## src/hw/rtl/assert_macros.svh

```systemverilog
// Assertion macros shared by the converter modules.
// Each expects clk and arst_n in the scope where it is used.
`ifndef ASSERT_MACROS_SVH
`define ASSERT_MACROS_SVH

// Same-cycle implication
`define AST_IMPLY(lbl, ante, cons) \
	lbl: assert property (@(posedge clk) disable iff (!arst_n) (ante) |-> (cons)) \
		else $error("implication check failed");

// Next-cycle implication
`define AST_NEXT(lbl, ante, cons) \
	lbl: assert property (@(posedge clk) disable iff (!arst_n) (ante) |=> (cons)) \
		else $error("next-cycle check failed");

`endif

```

## src/hw/rtl/rhc_pkg.sv

```systemverilog
`timescale 1ns / 1ps

package rhc_pkg;

	localparam int NUM_CELLS = 8;

	localparam logic [7:0] OFF_GREEN = 8'd85;
	localparam logic [7:0] OFF_BLUE  = 8'd171;

	typedef enum logic {
		DIR_TO_HSV = 1'b0,
		DIR_TO_RGB = 1'b1
	} dir_t;

	typedef enum logic [2:0] {
		HUE_R0 = 3'd0,
		HUE_R1 = 3'd1,
		HUE_R2 = 3'd2,
		HUE_R3 = 3'd3,
		HUE_R4 = 3'd4,
		HUE_R5 = 3'd5
	} region_t;

	typedef struct packed {
		logic [7:0] chan0;
		logic [7:0] chan1;
		logic [7:0] chan2;
		logic [7:0] alpha_in;
	} pix_t;

	typedef struct packed {
		logic [7:0] out0;
		logic [7:0] out1;
		logic [7:0] out2;
		logic [7:0] alpha_out;
	} res_t;

	// One restoring-divider lane: partial remainder, dividend/quotient shifter, divisor
	typedef struct packed {
		logic [7:0] rem;
		logic [7:0] quo;
		logic [7:0] dvsr;
	} div_lane_t;

	// First front stage
	typedef struct packed {
		dir_t       dir;
		logic [7:0] alpha;
		logic [7:0] mx;
		logic [7:0] dlt;
		logic [7:0] mag;
		logic       neg;
		logic [7:0] off;
		region_t    region;
		logic [7:0] rem6;
		logic [7:0] sat;
		logic [7:0] val;
	} front_t;

	// Data moving along the cell chain
	typedef struct packed {
		div_lane_t  sat_lane;
		div_lane_t  hue_lane;
		dir_t       dir;
		logic [7:0] alpha;
		logic [7:0] val;
		logic       neg;
		logic [7:0] off;
		logic       zero;
		region_t    region;
		logic [7:0] pv;
		logic [7:0] qf;
		logic [7:0] tf;
	} cell_t;

	// Start of each hue region (region * 43)
	function automatic logic [7:0] region_base(region_t r);
		case (r)
			HUE_R0:  return 8'd0;
			HUE_R1:  return 8'd43;
			HUE_R2:  return 8'd86;
			HUE_R3:  return 8'd129;
			HUE_R4:  return 8'd172;
			default: return 8'd215;
		endcase
	endfunction

endpackage

```

## src/hw/rtl/rgb_hsv_color_converter.sv

```systemverilog
`timescale 1ns / 1ps
// 8-bit RGB <-> HSV pixel converter (hue scaled 0..255, alpha passed through).
// Takes one pixel per clock while pix_ready is high and passes each through
// its registers in order before presenting the result on res: two front
// stages (max/min, region, dividends and first products), a chain of eight
// divider cells that each retire one quotient bit of the saturation and hue
// divisions, and one output register holding the final products and channel
// select. A stalled output holds up to 11 transactions before pix_ready drops.
// cfg_wdata picks the direction (0: RGB to HSV, 1: HSV to RGB) and must only
// be written while no transaction is in flight.

module rgb_hsv_color_converter (
	input  logic          clk,
	input  logic          arst_n,
	input  logic          cfg_we,
	input  logic          cfg_wdata,
	input  logic          pix_valid,
	output logic          pix_ready,
	input  rhc_pkg::pix_t pix,
	output logic          res_valid,
	input  logic          res_ready,
	output rhc_pkg::res_t res
);

	rhc_pkg::dir_t  direction_q;
	rhc_pkg::cell_t cell_d [0:rhc_pkg::NUM_CELLS];
	logic           cell_v [0:rhc_pkg::NUM_CELLS];
	logic           cell_r [0:rhc_pkg::NUM_CELLS];

	// Direction register
	always_ff @(posedge clk or negedge arst_n) begin
		if (!arst_n) direction_q <= rhc_pkg::DIR_TO_HSV;
		else if (cfg_we) direction_q <= rhc_pkg::dir_t'(cfg_wdata);
	end

	rhc_front u_front (
		.clk      (clk),
		.arst_n   (arst_n),
		.dir      (direction_q),
		.up_valid (pix_valid),
		.up_ready (pix_ready),
		.up       (pix),
		.dn_valid (cell_v[0]),
		.dn_ready (cell_r[0]),
		.dn       (cell_d[0])
	);

	// Divider cell chain
	for (genvar i = 0; i < rhc_pkg::NUM_CELLS; i++) begin : g_cell
		rhc_cell u_cell (
			.clk      (clk),
			.arst_n   (arst_n),
			.up_valid (cell_v[i]),
			.up_ready (cell_r[i]),
			.up       (cell_d[i]),
			.dn_valid (cell_v[i+1]),
			.dn_ready (cell_r[i+1]),
			.dn       (cell_d[i+1])
		);
	end

	rhc_back u_back (
		.clk       (clk),
		.arst_n    (arst_n),
		.up_valid  (cell_v[rhc_pkg::NUM_CELLS]),
		.up_ready  (cell_r[rhc_pkg::NUM_CELLS]),
		.up        (cell_d[rhc_pkg::NUM_CELLS]),
		.res_valid (res_valid),
		.res_ready (res_ready),
		.res       (res)
	);

endmodule

```

## src/hw/rtl/rhc_front.sv

```systemverilog
`timescale 1ns / 1ps

module rhc_front (
	input  logic              clk,
	input  logic              arst_n,
	input  rhc_pkg::dir_t     dir,
	input  logic              up_valid,
	output logic              up_ready,
	input  rhc_pkg::pix_t     up,
	output logic              dn_valid,
	input  logic              dn_ready,
	output rhc_pkg::cell_t    dn
);

	rhc_pkg::front_t f_d, f_s1;
	rhc_pkg::cell_t  c_d, c_s2;
	logic            valid_s1, valid_s2;
	logic            rdy_s1, rdy_s2;

	logic [7:0]       r, g, b, mx, mn, hbase, hdiff;
	logic signed [8:0] num;
	logic [15:0]      n_sat, n_hue, prod_sr, prod_st, prod_p;

	// Handshake: a stage moves when empty or when its successor moves
	assign rdy_s2   = !valid_s2 || dn_ready;
	assign rdy_s1   = !valid_s1 || rdy_s2;
	assign up_ready = rdy_s1;
	assign dn_valid = valid_s2;
	assign dn       = c_s2;

	// Stage 1: max/min, sector, hue region
	always_comb begin
		r = up.chan0;
		g = up.chan1;
		b = up.chan2;
		mx = r;
		mn = r;
		if (g > mx) mx = g;
		if (b > mx) mx = b;
		if (g < mn) mn = g;
		if (b < mn) mn = b;

		// red wins ties, then green
		if (mx == r) begin
			f_d.off = 8'd0;
			num = $signed({1'b0, g}) - $signed({1'b0, b});
		end else if (mx == g) begin
			f_d.off = rhc_pkg::OFF_GREEN;
			num = $signed({1'b0, b}) - $signed({1'b0, r});
		end else begin
			f_d.off = rhc_pkg::OFF_BLUE;
			num = $signed({1'b0, r}) - $signed({1'b0, g});
		end

		f_d.dir   = dir;
		f_d.alpha = up.alpha_in;
		f_d.mx    = mx;
		f_d.dlt   = mx - mn;
		f_d.neg   = num[8];
		f_d.mag   = num[8] ? 8'(-num) : num[7:0];

		// hue region for the HSV input
		if (r >= 8'd215)      f_d.region = rhc_pkg::HUE_R5;
		else if (r >= 8'd172) f_d.region = rhc_pkg::HUE_R4;
		else if (r >= 8'd129) f_d.region = rhc_pkg::HUE_R3;
		else if (r >= 8'd86)  f_d.region = rhc_pkg::HUE_R2;
		else if (r >= 8'd43)  f_d.region = rhc_pkg::HUE_R1;
		else                  f_d.region = rhc_pkg::HUE_R0;
		hbase    = rhc_pkg::region_base(f_d.region);
		hdiff    = r - hbase;
		f_d.rem6 = {hdiff[5:0], 2'b00} + {1'b0, hdiff[5:0], 1'b0};
		f_d.sat  = g;
		f_d.val  = (dir == rhc_pkg::DIR_TO_RGB) ? b : mx;
	end

	// Stage 2: dividends and the first HSV products
	always_comb begin
		n_sat   = {f_s1.dlt, 8'b0} - {8'b0, f_s1.dlt};
		n_hue   = 16'({8'b0, f_s1.mag} * 16'd43);
		prod_sr = {8'b0, f_s1.sat} * {8'b0, f_s1.rem6};
		prod_st = {8'b0, f_s1.sat} * {8'b0, 8'd255 - f_s1.rem6};
		prod_p  = {8'b0, f_s1.val} * {8'b0, 8'd255 - f_s1.sat};

		c_d.sat_lane.rem  = n_sat[15:8];
		c_d.sat_lane.quo  = n_sat[7:0];
		c_d.sat_lane.dvsr = f_s1.mx;
		c_d.hue_lane.rem  = n_hue[15:8];
		c_d.hue_lane.quo  = n_hue[7:0];
		c_d.hue_lane.dvsr = f_s1.dlt;
		c_d.dir    = f_s1.dir;
		c_d.alpha  = f_s1.alpha;
		c_d.val    = f_s1.val;
		c_d.neg    = f_s1.neg;
		c_d.off    = f_s1.off;
		c_d.region = f_s1.region;
		c_d.zero   = (f_s1.dir == rhc_pkg::DIR_TO_RGB) ? (f_s1.sat == 8'd0)
		                                               : (f_s1.dlt == 8'd0);
		c_d.pv     = prod_p[15:8];
		c_d.qf     = 8'd255 - prod_sr[15:8];
		c_d.tf     = 8'd255 - prod_st[15:8];
	end

	// Stage valid bits
	always_ff @(posedge clk or negedge arst_n) begin
		if (!arst_n) begin
			valid_s1 <= 1'b0;
			valid_s2 <= 1'b0;
		end else begin
			if (rdy_s1) valid_s1 <= up_valid;
			if (rdy_s2) valid_s2 <= valid_s1;
		end
	end

	// Stage payload
	always_ff @(posedge clk) begin
		if (rdy_s1 && up_valid) f_s1 <= f_d;
		if (rdy_s2 && valid_s1) c_s2 <= c_d;
	end

endmodule

```

## src/hw/rtl/rhc_cell.sv

```systemverilog
`timescale 1ns / 1ps
`include "assert_macros.svh"

module rhc_cell (
	input  logic           clk,
	input  logic           arst_n,
	input  logic           up_valid,
	output logic           up_ready,
	input  rhc_pkg::cell_t up,
	output logic           dn_valid,
	input  logic           dn_ready,
	output rhc_pkg::cell_t dn
);

	rhc_pkg::cell_t data_d, data_q;
	logic           valid_q;

	// One restoring step: shift in next dividend bit, subtract if it fits
	function automatic rhc_pkg::div_lane_t div_step(rhc_pkg::div_lane_t l);
		logic [8:0]         t;
		logic               ge;
		rhc_pkg::div_lane_t o;
		t      = {l.rem, l.quo[7]};
		ge     = (t >= {1'b0, l.dvsr});
		o.dvsr = l.dvsr;
		o.rem  = ge ? 8'(t - {1'b0, l.dvsr}) : t[7:0];
		o.quo  = {l.quo[6:0], ge};
		return o;
	endfunction

	assign up_ready = !valid_q || dn_ready;
	assign dn_valid = valid_q;
	assign dn       = data_q;

	// Both lanes advance one quotient bit; side data rides along
	always_comb begin
		data_d          = up;
		data_d.sat_lane = div_step(up.sat_lane);
		data_d.hue_lane = div_step(up.hue_lane);
	end

	always_ff @(posedge clk or negedge arst_n) begin
		if (!arst_n) valid_q <= 1'b0;
		else if (up_ready) valid_q <= up_valid;
	end

	always_ff @(posedge clk) begin
		if (up_ready && up_valid) data_q <= data_d;
	end

	// Partial remainder must stay below a nonzero divisor in an HSV transaction
	`AST_IMPLY(a_sat_rem, valid_q && data_q.dir == rhc_pkg::DIR_TO_HSV && data_q.sat_lane.dvsr != 8'd0, data_q.sat_lane.rem < data_q.sat_lane.dvsr)
	`AST_IMPLY(a_hue_rem, valid_q && data_q.dir == rhc_pkg::DIR_TO_HSV && !data_q.zero, data_q.hue_lane.rem < data_q.hue_lane.dvsr)

endmodule

```

## src/hw/rtl/rhc_back.sv

```systemverilog
`timescale 1ns / 1ps
`include "assert_macros.svh"

module rhc_back (
	input  logic           clk,
	input  logic           arst_n,
	input  logic           up_valid,
	output logic           up_ready,
	input  rhc_pkg::cell_t up,
	output logic           res_valid,
	input  logic           res_ready,
	output rhc_pkg::res_t  res
);

	rhc_pkg::res_t res_d, res_q;
	rhc_pkg::dir_t dir_q;
	logic          valid_q;
	logic [15:0]   prod_q, prod_t;
	logic [7:0]    qv, tv, hq, hue;

	assign up_ready  = !valid_q || res_ready;
	assign res_valid = valid_q;
	assign res       = res_q;

	// Final products, region select, hue offset
	always_comb begin
		prod_q = {8'b0, up.val} * {8'b0, up.qf};
		prod_t = {8'b0, up.val} * {8'b0, up.tf};
		qv     = prod_q[15:8];
		tv     = prod_t[15:8];
		hq     = up.hue_lane.quo;
		hue    = up.off + (up.neg ? 8'(-hq) : hq);

		res_d.alpha_out = up.alpha;
		if (up.dir == rhc_pkg::DIR_TO_HSV) begin
			res_d.out2 = up.val;
			res_d.out1 = up.zero ? 8'd0 : up.sat_lane.quo;
			res_d.out0 = up.zero ? 8'd0 : hue;
		end else if (up.zero) begin
			res_d.out0 = up.val;
			res_d.out1 = up.val;
			res_d.out2 = up.val;
		end else begin
			case (up.region)
				rhc_pkg::HUE_R0: begin
					res_d.out0 = up.val; res_d.out1 = tv;     res_d.out2 = up.pv;
				end
				rhc_pkg::HUE_R1: begin
					res_d.out0 = qv;     res_d.out1 = up.val; res_d.out2 = up.pv;
				end
				rhc_pkg::HUE_R2: begin
					res_d.out0 = up.pv;  res_d.out1 = up.val; res_d.out2 = tv;
				end
				rhc_pkg::HUE_R3: begin
					res_d.out0 = up.pv;  res_d.out1 = qv;     res_d.out2 = up.val;
				end
				rhc_pkg::HUE_R4: begin
					res_d.out0 = tv;     res_d.out1 = up.pv;  res_d.out2 = up.val;
				end
				default: begin
					res_d.out0 = up.val; res_d.out1 = up.pv;  res_d.out2 = qv;
				end
			endcase
		end
	end

	// Output register
	always_ff @(posedge clk or negedge arst_n) begin
		if (!arst_n) valid_q <= 1'b0;
		else if (up_ready) valid_q <= up_valid;
	end

	always_ff @(posedge clk) begin
		if (up_ready && up_valid) begin
			res_q <= res_d;
			dir_q <= up.dir;
		end
	end

	// Hue quotient never exceeds one sector width
	`AST_IMPLY(a_hue_quo, up_valid && up.dir == rhc_pkg::DIR_TO_HSV && !up.zero, up.hue_lane.quo <= 8'd43)
	// Grey in HSV-to-RGB gives three equal channels
	`AST_NEXT(a_grey_rgb, up_valid && up_ready && up.dir == rhc_pkg::DIR_TO_RGB && up.zero, res_q.out0 == res_q.out1 && res_q.out1 == res_q.out2)
	// Zero saturation result carries zero hue
	`AST_IMPLY(a_sat_hue, valid_q && dir_q == rhc_pkg::DIR_TO_HSV && res_q.out1 == 8'd0, res_q.out0 == 8'd0)

endmodule
```

## config.mk

```make
export PLATFORM = sky130hd
export DESIGN_NAME = rgb_hsv_color_converter
export DESIGN_NICKNAME = d
export VERILOG_FILES = /design/src/hw/rtl/rhc_pkg.sv /design/src/hw/rtl/rgb_hsv_color_converter.sv /design/src/hw/rtl/rhc_front.sv /design/src/hw/rtl/rhc_cell.sv /design/src/hw/rtl/rhc_back.sv
export VERILOG_INCLUDE_DIRS = /design/src /design/src/hw/rtl
export SDC_FILE = /design/constraint.sdc
export NUM_CORES = 2
export LEC_CHECK = 0
export BUFFER_PORTS_ARGS = -buffer_cell sky130_fd_sc_hd__buf_4
export CAP_MARGIN = 20
export CORE_MARGIN = 1
export CORE_UTILIZATION = 69
export CTS_CLUSTER_DIAMETER = 150
export DETAILED_ROUTE_END_ITERATION = 16
export PLACE_DENSITY = 0.86
export SYNTH_ARGS = -nofsm -noshare
export SYNTH_HDL_FRONTEND = slang
export SYNTH_SLANG_ARGS = --single-unit
```

## constraint.sdc

```tcl
create_clock -name clk -period 9.2 [get_ports clk]
set_input_delay 1.84 -clock clk [delete_from_list [all_inputs] [get_ports clk]]
set_output_delay 1.84 -clock clk [all_outputs]
set_load 0.01 [all_outputs]
```

# After elaboration in Yosys (flattened, before gate mapping)
# Index checks and enable logic that the tools add are counted.
# Widths: inputs -> output; s select.
totals:
  output_inout_bits: 34
  ff_bits: 997
  ram_bits: 0
  mem_bits_ro: 0
  input_bits: 38
  latchBits: 0
  wordCells: 310
  mem_count: 0
classes:
  n_bitwise: 0
  n_reduce_logical: 37
  mul: 6
  n_addsub: 28
  div: 0
  n_mux: 36
  eq_ne: 10
  n_shift: 0
  order_cmp: 25
ops:
  columns: ["cell", "count"]
  rows:
  - ["$mux 8", 23]
  - ["$ge 9x8->1", 15]
  - ["$pmux 24 s5", 1]
  - ["$sub 8x8->8", 14]
  - ["$mul 8x8->16", 5]
  - ["$mux 24", 2]
  - ["$sub 8x8->8 const A", 4]
  - ["$pmux 6 s5", 1]
  - ["$sub 8x8->9", 3]
  - ["$ge 8x8->1 const B", 3]
  - ["$mux 9", 2]
  - ["$eq 8x8->1", 2]
  - ["$gt 8x8->1", 2]
  - ["$logic_not 8->1", 2]
  - ["$lt 8x8->1", 2]
  - ["$neg 8->8", 2]
  - ["$sub 16x8->16", 1]
  - ["$mul 8x6->14 const B", 1]
  - ["$eq 3x2->1 const B", 4]
  - ["$mux 3", 4]
  - ["$logic_and 1x1->1", 11]
  - ["$logic_not 1->1", 11]
  - ["$logic_or 1x1->1", 11]
  - ["$add 8x7->8", 1]
  - ["11 further kinds", 15]

# Logic depth before layout (Yosys ltp)
logic_depth:
  word_depth: 13
  mapped_depth: 28
  mapped_depth_nobuf: 26

# Cells and area by module
# A second synthesis with hierarchy kept.
hier_totals:
  hier_cells: 3987
  area_unflattened_um2: 53685.2
by_module_without_submodules:
  columns: ["mod", "area_each_um2", "cells_per_inst", "n_inst", "seq_area_each_um2"]
  rows:
  - ["rhc_cell", 4077.7, 235, 8, 3088.0]
  - ["rhc_front", 14467.6, 1346, 1, 4764.6]
  - ["rhc_back", 6556.3, 759, 1, 985.9]
  - ["rgb_hsv_color_converter", 40.0, 2, 1, 25.0]

# Worst setup path after synthesis
# OpenSTA, ideal clock, no wires.
synth_path:
  path_kind: "input to register"
  start: "input port res_ready"
  end: "register g_cell[3].u_cell.data_q, in the netlist g_cell[3].u_cell.dn[0] (enable)"
  arrival_time_ns: 6.909
  n_path_buf: 0
  path_stages: 4
  path_slack_ns: 1.683
  setup_time_ns: 0.608
  t_required_ns: 8.592
  cell_sequence: "nor2b_1 -> nand3_1 -> nor2_1 -> a31oi_1"
synth_via:
  elab_chain_len: 7
synth_lines:
  columns: ["item", "line", "text"]
  rows:
  - ["from (decl)", "rgb_hsv_color_converter.sv:21", "input logic res_ready,"]
  - ["$logic_or 1x1->1", "rhc_back.sv:21", "assign up_ready = !valid_q || res_ready;"]
  - ["$logic_or 1x1->1 (5 in a row)", "rhc_cell.sv:31", "assign up_ready = !valid_q || dn_ready;"]
  - ["$logic_and 1x1->1", "rhc_cell.sv:48", "if (up_ready && up_valid) data_q <= data_d;"]
  - ["to (signal assigned)", "rhc_cell.sv:48", null]
  - ["to (decl)", "rhc_cell.sv:15", "rhc_pkg::cell_t data_d, data_q;"]
# Every way passes these cells.
# A chain may end at the register's enable or synchronous reset.

==> results.json <==
{
  "slew_violations": 0,
  "outcome": "finished, final reports clean",
  "ctsHtreeMaxLevel": 3,
  "whs_ns": 0.409,
  "drv_cap": 0,
  "cp_top_family": "compound AO/OA/AOI/OAI gates",
  "worstRegToRegCells": 21,
  "synth_common_cells": "edfxtp_1, inv_1, ha_1",
  "syn_inst": 3688,
  "grt_pass1_wl_microns": 160000,
  "die-area_sq_um": 72200,
  "fill_cells": 3979,
  "yosysWarnings": 0,
  "max_clock_freq_ghz": 0.140,
  "cp_num_buf_inv": 3,
  "crit_path_end_kind": "flop",
  "drt_iter0_drc": 3038,
  "placed_cells": 4643,
  "via_per_inst": 6.01,
  "synth_ff_type": "edfxtp_1",
  "cts_buffers": 90,
  "slowest_stage": "mux2_2",
  "antenna_left": 0,
  "cp.required_ns": 9.60,
  "min_from": "g_cell[3].u_cell.dn[33]",
  "start_util_pct": 69.9,
  "fin_cells": 4806,
  "grt_max_degree": 66,
  "ys_seq_elements": 938,
  "dr.pass1.iters": 6,
  "clk_pin_slew_worst_paths_ns": 0.06,
  "finClkSkew_ns": 0.0397,
  "yosysTopAreaCell": "edfxtp_1",
  "worst_slew_pin_slew_ns": 1.10,
  "die_height_microns": 269,
  "r2r-start": "g_cell[7].u_cell.dn[38]",
  "slew_headroom_pct": 26.8,
  "core_region_area_sq_um": 70100,
  "finalHoldViolCount": 0,
  "synth_edf_count": 926,
  "cp_common_cell": "a21oi_1",
  "area_growth_pct": 9.30,
  "worst-setup-path-type": "input port to flop",
  "synth.area.top_cells": "edfxtp_1, ha_1, fa_1",
  "drive_above_1_share_pct": 7.71,
  "cts_buffer_depth": 3,
  "grt_overflow": 0,
  "cts.sinks": 938,
  "grt_usage_pct": 28.9,
  "r2r_end": "u_back.res[15]",
  "cts-root-buf": "clkbuf_16",
  "die_w_microns": 269,
  "num_rows": 97,
  "worstPathArrival_ns": 7.54,
  "wl_per_cell_microns": 21.2,
  "final_nets": 4425,
  "path_max_fanout": 15,
  "io_pins": 72,
  "yosysMostFrequentCell": "edfxtp_1",
  "rsz0062_at_grt": "false",
  "antenna_cells": 0,
  "finalSetupViolations": 0,
  "numPortBuffers": 71,
  "whs_endpoint": "g_cell[4].u_cell.dn[33]",
  "fin_crit_ns": 7.14,
  "wl_microns": 102000,
  "hold_class": "flop to flop",
  "vias": 28898,
  "worst-r2r-setup-slack_ns": 3.12,
  "post-cts-setup-buffers": 0,
  "cp_cell_sequence": "buf_4, inv_1, ha_1, a21oi_1, o22ai_2, a211oi_1, buf_4, nor2_1, a21oi_1, ha_1, a21oi_1, nor2b_1, o21ai_0, nand3_1, o221ai_4, mux2_2, xnor2_1, nand4_1, nor2_1, o21ai_0, a31oi_2, mux2_2",
  "gp_congestion": 0.902,
  "mappedNetlistArea_sq_um": 49100,
  "cts_hold_buffers": 0,
  "antenna_found_initial": 0,
  "whs_path_depth": 0,
  "yosys.cell_types.count": 86,
  "slowest_delay_ns": 0.49,
  "first_global_vias": 29699,
  "async_flop_share_pct": 1.28,
  "synth_nets": 4318,
  "cts_tree": "built",
  "tns_ns": 0,
  "synth_area_per_cell_sq_um": 13.3,
  "fin_crit_sh_pct": 77.6,
  "cts_resized": 0,
  "drcViolationCount": 0,
  "synth_top_area_share_pct": 56.7,
  "startpoint_type": "input port",
  "clock_latency_ns": 0.66,
  "ys_seq_area_share_pct": 57.3,
  "dp_hpwl_microns": 64600
}
worst register-to-register path, delay by kind of cell, from the launching register on:
| kind | cells | cell delay [ns] |
|---|---|---|
| flops | 1 | 0.77 |
| compound gates | 10 | 2.42 |
| simple gates | 3 | 0.58 |
| buf+inv | 2 | 0.09 |
| xor+xnor | 1 | 0.19 |
| fa+ha+maj | 5 | 1.80 |
state kept, by name, indices dropped and copies added, names as in the netlist:
| name | flops |
|---|---|
| direction_q | 1 |
| g_cell.u_cell.dn_valid | 8 |
| g_cell.u_cell.dn | 737 |
| u_front.f_s1 | 23 |
| u_front.dn_valid | 1 |
| u_front.c_d | 40 |
| u_front.valid_s1 | 1 |
| u_back.res | 32 |
| u_front.dn | 94 |
| u_back.res_valid | 1 |
cell usage in the layout, fill, tap and decap left out, drive strengths merged, types with 6 or more instances in the layout:
| master | n |
|---|---|
| buf | 91 |
| a22oi | 8 |
| edfxtp | 926 |
| o211ai | 6 |
| mux2i | 42 |
| nor2b | 113 |
| a221oi | 8 |
| nor2 | 115 |
| o21bai | 23 |
| xor2 | 62 |
| o31ai | 32 |
| nor3 | 30 |
| xnor2 | 103 |
| a21o | 55 |
| or4 | 14 |
| o21ai | 177 |
| clkinvlp | 6 |
| inv | 537 |
| mux2 | 18 |
| dfrtp | 12 |
| nand2 | 189 |
| a21oi | 106 |
| clkinv | 33 |
| nand3 | 12 |
| nand2b | 111 |
| o22ai | 15 |
| o21a | 16 |
| nand4 | 32 |
| fa | 199 |
| and3 | 7 |
| a31oi | 16 |
| ha | 393 |
| o211a | 13 |
| and2 | 153 |
| clkbuf | 109 |
| or3 | 10 |
| or2 | 11 |
| bufinv | 8 |
layout make-up:
cell class                      count  area (sq um)  area share [%]
Sequential cell                   938         28100            52.4
Multi-Input combinational cell   2144         18700            34.9
Clock buffer                      109          2340            4.37
Inverter                          530          1990            3.72
Tap cell                          940          1180            2.19
Timing Repair Buffer               91           683            1.27
Clock inverter                     54           589            1.10
cell families (layout without fill, tap and decap cells):
logic type / count (synthesis) / count (layout) / share of synthesized area (%)
adder cells (fa/ha/maj): 595 / 595 / 18.2
multiplexers: 60 / 60 / 1.28
flip-flops: 938 / 938 / 57.3
buffers and inverters: 606 / 784 / 4.66
AND/OR/NAND/NOR: 811 / 811 / 8.90
AO/OA/AOI/OAI: 513 / 513 / 6.71
XOR/XNOR: 165 / 165 / 2.95
how the worst max path moves through the flow:
stage	from	endpoint	depth (start not counted)
after global routing	pix[22]	u_front.f_s1[37]	22
after floorplan	res_ready	g_cell[3].u_cell.dn[0]	4
after CTS	pix[18]	u_front.f_s1[37]	22
final	pix[22]	u_front.f_s1[37]	22
after detailed placement	pix[18]	u_front.f_s1[37]	22
after global placement	pix[20]	u_front.f_s1[37]	22
layer usage:
layer | part of all wire, % | GRT usage, % | up-vias
met5 | 0 | 0 | -
met2 | 51 | 51.0 | 1391
met4 | 4.6 | 12.9 | 0
met3 | 6.2 | 4.13 | 364
li1 | - | - | 13098
met1 | 38 | 35.3 | 14045
per-stage QoR:
step                setup slack (ns)  util (%)  cell area, sq um
floorplan                       1.68         -             49100
global placement                1.60      72.3             50700
detailed placement              1.50      72.3             50700
CTS                             2.17      76.4             53600
global route                    1.55      76.4             53600
finish                          2.06      76.4             53600
Power is not shown: default switching activity piles up to over one toggle a cycle in this logic, so the estimate is an artifact.
